[src/sv/asv_pkg.sv]
// asv_pkg: shared types and constants for the ascending sort engine.
// Used by asv_cell and ascending_sort_engine; no dependencies.
package asv_pkg;

	localparam int CAPACITY = 64;
	localparam int VALUE_W  = 31;
	localparam int CNT_W    = $clog2(CAPACITY + 1);

	typedef logic [VALUE_W-1:0] value_t;
	typedef logic [CNT_W-1:0]   count_t;

	// result status codes
	typedef enum logic [1:0] {
		ST_OK       = 2'd0,
		ST_SHORT    = 2'd1,
		ST_OVERFLOW = 2'd2
	} status_t;

	// per-cycle command broadcast to every cell of the chain
	typedef enum logic [1:0] {
		OP_HOLD   = 2'd0,
		OP_INSERT = 2'd1,
		OP_SHIFT  = 2'd2
	} cell_op_t;

	typedef struct packed {
		cell_op_t op;
		value_t   value;
		count_t   count;
	} cell_ctl_t;

endpackage

[src/sv/asv_cell.sv]
// asv_cell: one slot of the insertion chain; holds one value in sorted order.
// Depends on asv_pkg.
module asv_cell (
	input  logic              clk,
	input  asv_pkg::cell_ctl_t ctl,
	input  asv_pkg::count_t   cell_idx,
	input  asv_pkg::value_t   left_value,
	input  logic              left_gt,
	input  asv_pkg::value_t   right_value,
	output asv_pkg::value_t   value_q,
	output logic              gt
);
	import asv_pkg::*;

	logic occupied;

	// slot is "greater" when empty or holding a value above the incoming one
	assign occupied = (cell_idx < ctl.count);
	assign gt       = !occupied || (value_q > ctl.value);

	// insert: keep, take the new value, or take the left neighbor's; drain: shift left
	always_ff @(posedge clk) begin
		unique case (ctl.op)
			OP_INSERT: begin
				if (gt) begin
					value_q <= left_gt ? left_value : ctl.value;
				end
			end
			OP_SHIFT:  value_q <= right_value;
			OP_HOLD:   value_q <= value_q;
			default:   value_q <= value_q;
		endcase
	end

endmodule

[config.mk]
export PLATFORM = sky130hd
export DESIGN_NAME = asv_cell
export DESIGN_NICKNAME = d
export VERILOG_FILES = /design/src/sv/asv_pkg.sv /design/src/sv/asv_cell.sv
export SDC_FILE = /design/constraint.sdc
export NUM_CORES = 1
export LEC_CHECK = 0
export ABC_AREA = 1
export BUFFER_PORTS_ARGS = -buffer_cell sky130_fd_sc_hd__buf_2
export CELL_PAD_IN_SITES_DETAIL_PLACEMENT = 1
export CELL_PAD_IN_SITES_GLOBAL_PLACEMENT = 2
export CORE_MARGIN = 10
export CORE_UTILIZATION = 26
export CTS_BUF_LIST = sky130_fd_sc_hd__clkbuf_8 sky130_fd_sc_hd__clkbuf_16
export DETAILED_ROUTE_END_ITERATION = 12
export PLACE_DENSITY = 0.95
export SETUP_SLACK_MARGIN = 0.1
export SYNTH_ARGS = -nofsm -noshare
export SYNTH_HDL_FRONTEND = slang
export SYNTH_SLANG_ARGS = --single-unit
[constraint.sdc]
create_clock -name clk -period 4.56 [get_ports clk]
set_input_delay 0.684 -clock clk [delete_from_list [all_inputs] [get_ports clk]]
set_output_delay 0.684 -clock clk [all_outputs]
set_load 0.05 [all_outputs]
Yosys cells after proc, flatten, opt, wreduce, memory -nomap -nowiden

Cells that the tools add are included.

$lt $le $gt $ge: 2
Equality and inequality tests: 3
Multiplexer cells: 3
Reductions and logical operators: 4

Operators with widths:

| cell                                                                  | number |
|---|---|
| 31-bit 2-to-1 mux                                                     | 2 |
| 31-bit case mux with 2 select lines                                   | 1 |
| 31-bit > comparator                                                   | 1 |
| 7-bit less-than comparator                                            | 1 |
| 2-bit by 1-bit equality test with 1-bit output, second input constant | 1 |
| 2-bit equality test, second input constant                            | 1 |
| 2-bit != test, second input constant                                  | 1 |
| 2-bit AND reduction                                                   | 1 |
| 2-bit nonzero test                                                    | 1 |
| 1-bit zero test                                                       | 1 |
| 1-bit logical OR                                                      | 1 |

Flip-flop bits (word level): 31
Input bits: 111
Output and inout port bits: 32
Word-level logic and storage cells: 13

Logic depth before layout (Yosys ltp)

Depth after elaboration: 5
Gate-level depth with buffers: 15
Gate-level depth less buffers: 15

Least setup slack after synthesis

OpenSTA, ideal clock, no wires.

Path type: input -> register
From: input ctl[21] (netlist name)
To: register value_q[0] (enable)
Library setup time: 0.388 ns
Data arrival time: 2.544 ns
Required time: 4.172 ns
Path slack: 1.628 ns
Stages on the path: 14
Buffers on the path: 0
Path through: inv_2 ha_1 nand2_1 nor2_2 inv_1 nor2_2 nand2_1 nand2_1 nand2_1 nand2_1 nand2_1 nand2_2 nand2_1 nand2_1

Longest elaborated chain between the ends: 4

RTL lines:

| what                          | line           | RTL |
|---|---|---|
| start, declared               | asv_cell.sv:5  | `input asv_pkg::cell_ctl_t ctl,` |
| 31-bit > comparator           | asv_cell.sv:19 | `assign gt = !occupied \|\| (value_q > ctl.value);` |
| 1-bit logical OR              | asv_cell.sv:19 |  |
| named net gt                  | asv_cell.sv:11 | `output logic gt` |
| 2-bit != test (no line)       | -              |  |
| 2-bit AND reduction (no line) | -              |  |
| end signal, assigned          | asv_cell.sv:26 | `value_q <= left_gt ? left_value : ctl.value;` |
| end signal, assigned          | asv_cell.sv:29 | `OP_SHIFT: value_q <= right_value;` |
| end signal, assigned          | asv_cell.sv:30 | `OP_HOLD: value_q <= value_q;` |
| end, declared                 | asv_cell.sv:10 | `output asv_pkg::value_t value_q,` |

The timed path passes the listed nets, and every way through them passes these cells.
A chain may end at the register's enable or synchronous reset.

Worst setup path in the final report

From: input ctl[21] (netlist name)
To: output gt

Longest elaborated chain between the ends: 2

RTL lines:

| what                | line |
|---|---|
| 31-bit > comparator | asv_cell.sv:19 |
| 1-bit logical OR    | asv_cell.sv:19 |
| end, declared       | asv_cell.sv:11 |

Every way passes these cells.

==> out/qor.txt <==
status: finished, final reports clean
met2 Use GR: 23.1%
ANT nets after route: 0
Yosys reg bits: 31
Starting Density: 26.9%
Syn Std Cell Area: 2650 µm²
post-synth top area share: 35.1%
setup violation total in the final timing report: 0
Resize count post-CTS: 0
first-pass GRT wire length: 15000 µm
dpl cells: 583
DRC: 0
fillers: 1241
Netlist cell types: 22
Regs by FF count: value_q: 31 flops
register area share after synthesis: 35.1%
DP HPWL: 7690 µm
power share of the clock group: 22.3%
Final nets: 605
Fmax achieved: 355 MHz
H-tree lvl count: 2
die area: 14600 µm²
Tightest Hold Check Type: in2reg
Finished Cell Area: 3560 µm²
Logic pwr share: 38.9%
met1 Use GR: 13.2%
Yosys warnings: 0
core area: 9860 µm²
Routed WL: 9290 µm
RSZ-0062 raised after global routing: false
post-DR wirelength/cell: 15.7 µm
Tmin final: 2.82 ns
FF-to-FF Start: value_q[14]$_DFFE_PP_
Final Cycle Share: 61.8%
port bufs: 142
Vias: 2697
average cell area after synthesis: 8.29 µm²
Final Total Pwr: 0.938 mW
CP Capture Type: output port
max-cap violations: 0
GRT Util Overall: 12.3%
critical path class: in2out
final cell count without fillers: 591
number of global-route vias before repair: 3065
Initial DRC Count: 88
Ant. Diodes: 0
root buf cell: clkbuf_8
RD Place Congestion: 0.746
Clock Tree Buf Depth: 2
Die Ht: 121 µm
Skew-Pair Late Insertion Delay: 0.28 ns
Worst Skew: 0.00350 ns
Sw Share: 38.2%
Max Slew Vio Count: 0
Max transition margin: 22.5%
internal power: 0.580 mW
CP Max Fanout: 2
hold buffer count at CTS: 0
Worst setup SP type: primary input
max FFs per register: 31
CP required: 3.88 ns
router iterations before antenna repair: 4
total negative slack: 0 ns
gate count of the mapped netlist: 320
Slew @ Worst Pin: 1.16 ns
ranking of synthesized cells by area: edfxtp_1, ha_1, nand2_1
Power Density: 264 nW/µm²
Setup Buffers After CTS: 0
met3 Use GR: 3.96%
Final Hold Viols: 0
cts bufs inserted: 5
Arr. time, crit path: 2.13 ns
share of cells above drive strength 1: 38.6%
vias per cell: 4.56
Num Clock Sinks: 31
CTS tree: built
Leak: 1.81 nW
antenna violations before repair: 0
Net Count, Synth: 468
I/O pins: 143
Largest Register: value_q
Hold Path Origin: right_value[2]
post-synth top area cell: edfxtp_1
Die W: 121 µm
# rows: 36
part of the power in registers: 38.8%
total grt overflow: 0
largest net degree at the start of global routing: 64
placed inst area: 3480 µm²
most crowded layer after global routing: met2
sw power: 0.359 mW
Max IR drop VDD: 0.0910 mV
Area growth syn-to-layout: 34.2%
critical path startpoint: ctl[21]
clock-pin slew on the worst setup and hold paths: 0.07 ns
worst paths after layout:
check                          endpoint  slack (ns)  depth (start not counted)
setup / recovery                     gt        1.74                         14
hold / removal     value_q[2]$_DFFE_PP_        0.69                          2
setup reg to reg   value_q[5]$_DFFE_PP_        2.19                         14
hold reg to reg   value_q[27]$_DFFE_PP_        1.55                         10
cell usage in the layout (no fill, tap or decap), drive strengths merged:
cell    count
nor2       12
inv        49
o21a       29
a21o        2
clkinv      9
a31oi       2
o211ai     30
clkbuf      5
ha         37
nand2      84
nor3        3
nand3       4
o21ai       1
nand4       3
edfxtp     31
a21oi      14
buf       143
power groups by stage:
stage / sequential [mW] / clock, mW / combinational, mW
after floorplan: 0.458 / 0 / 0.159
after global placement: 0.369 / 0 / 0.360
after detailed placement: 0.371 / 0 / 0.371
after CTS: 0.365 / 0.220 / 0.374
after global routing: 0.368 / 0.232 / 0.407
final: 0.364 / 0.209 / 0.365
stage by stage:
step                utilization, %  setup WS (ns)  hold slack [ns]
floorplan                        -           1.63            0.884
global placement              35.3           1.75            0.972
detailed placement            35.3           1.72            0.973
CTS                           36.1           1.72            0.675
global route                  36.1           1.56            0.672
finish                        36.1           1.74            0.687
metal layers:
metal | wire length [µm] | up-vias
li1 | - | 1364
met1 | 3770 | 1247
met2 | 4750 | 79
met3 | 678 | 7
met4 | 87 | 0
met5 | 0 | -
cells in the mapped netlist:
library cell   n
nand2_1       83
ha_1          37
a21o_1         2
o21a_1        29
inv_1         28
buf_2          9
nor2_1         9
o21ai_0        1
nor3_1         1
nand3_1        4
o211ai_1      30
nand4_2        2
nor2_2         3
a21oi_1       14
nor3_2         2
clkinv_1       8
nand2_2        1
nand4_1        1
a31oi_1        2
clkbuf_1       4
inv_2         19
edfxtp_1      31
cell families after synthesis:
group                    after synthesis  synth area share, %
AND/OR/NAND/NOR                      106                 16.8
AO/OA/AOI/OAI                         78                 20.6
buffers and inverters                 68                 10.0
adder cells (fa/ha/maj)               37                 17.5
flip-flops                            31                 35.1
critical path, cell delays in order:
cell and delay [ns]:
buf_2 0.08, inv_2 0.03, ha_1 0.29, nand2_1 0.09, nor2_2 0.12, inv_1 0.05, nor2_2 0.15, nand2_1 0.07
nand2_1 0.06, nand2_1 0.04, nand2_1 0.05, nand2_1 0.06, nand2_2 0.06, buf_2 0.27
layout make-up:
class | count | area, µm² | share of cell area [%]
clock buffer | 5 | 68.8 | 1.93
clock inverter | 3 | 12.5 | 0.351
inverter | 55 | 206 | 5.80
multi-input combinational | 221 | 1460 | 40.9
sequential | 31 | 931 | 26.1
tap | 133 | 166 | 4.67
timing repair buffer | 143 | 718 | 20.2
(Power assumes the default switching activity.)
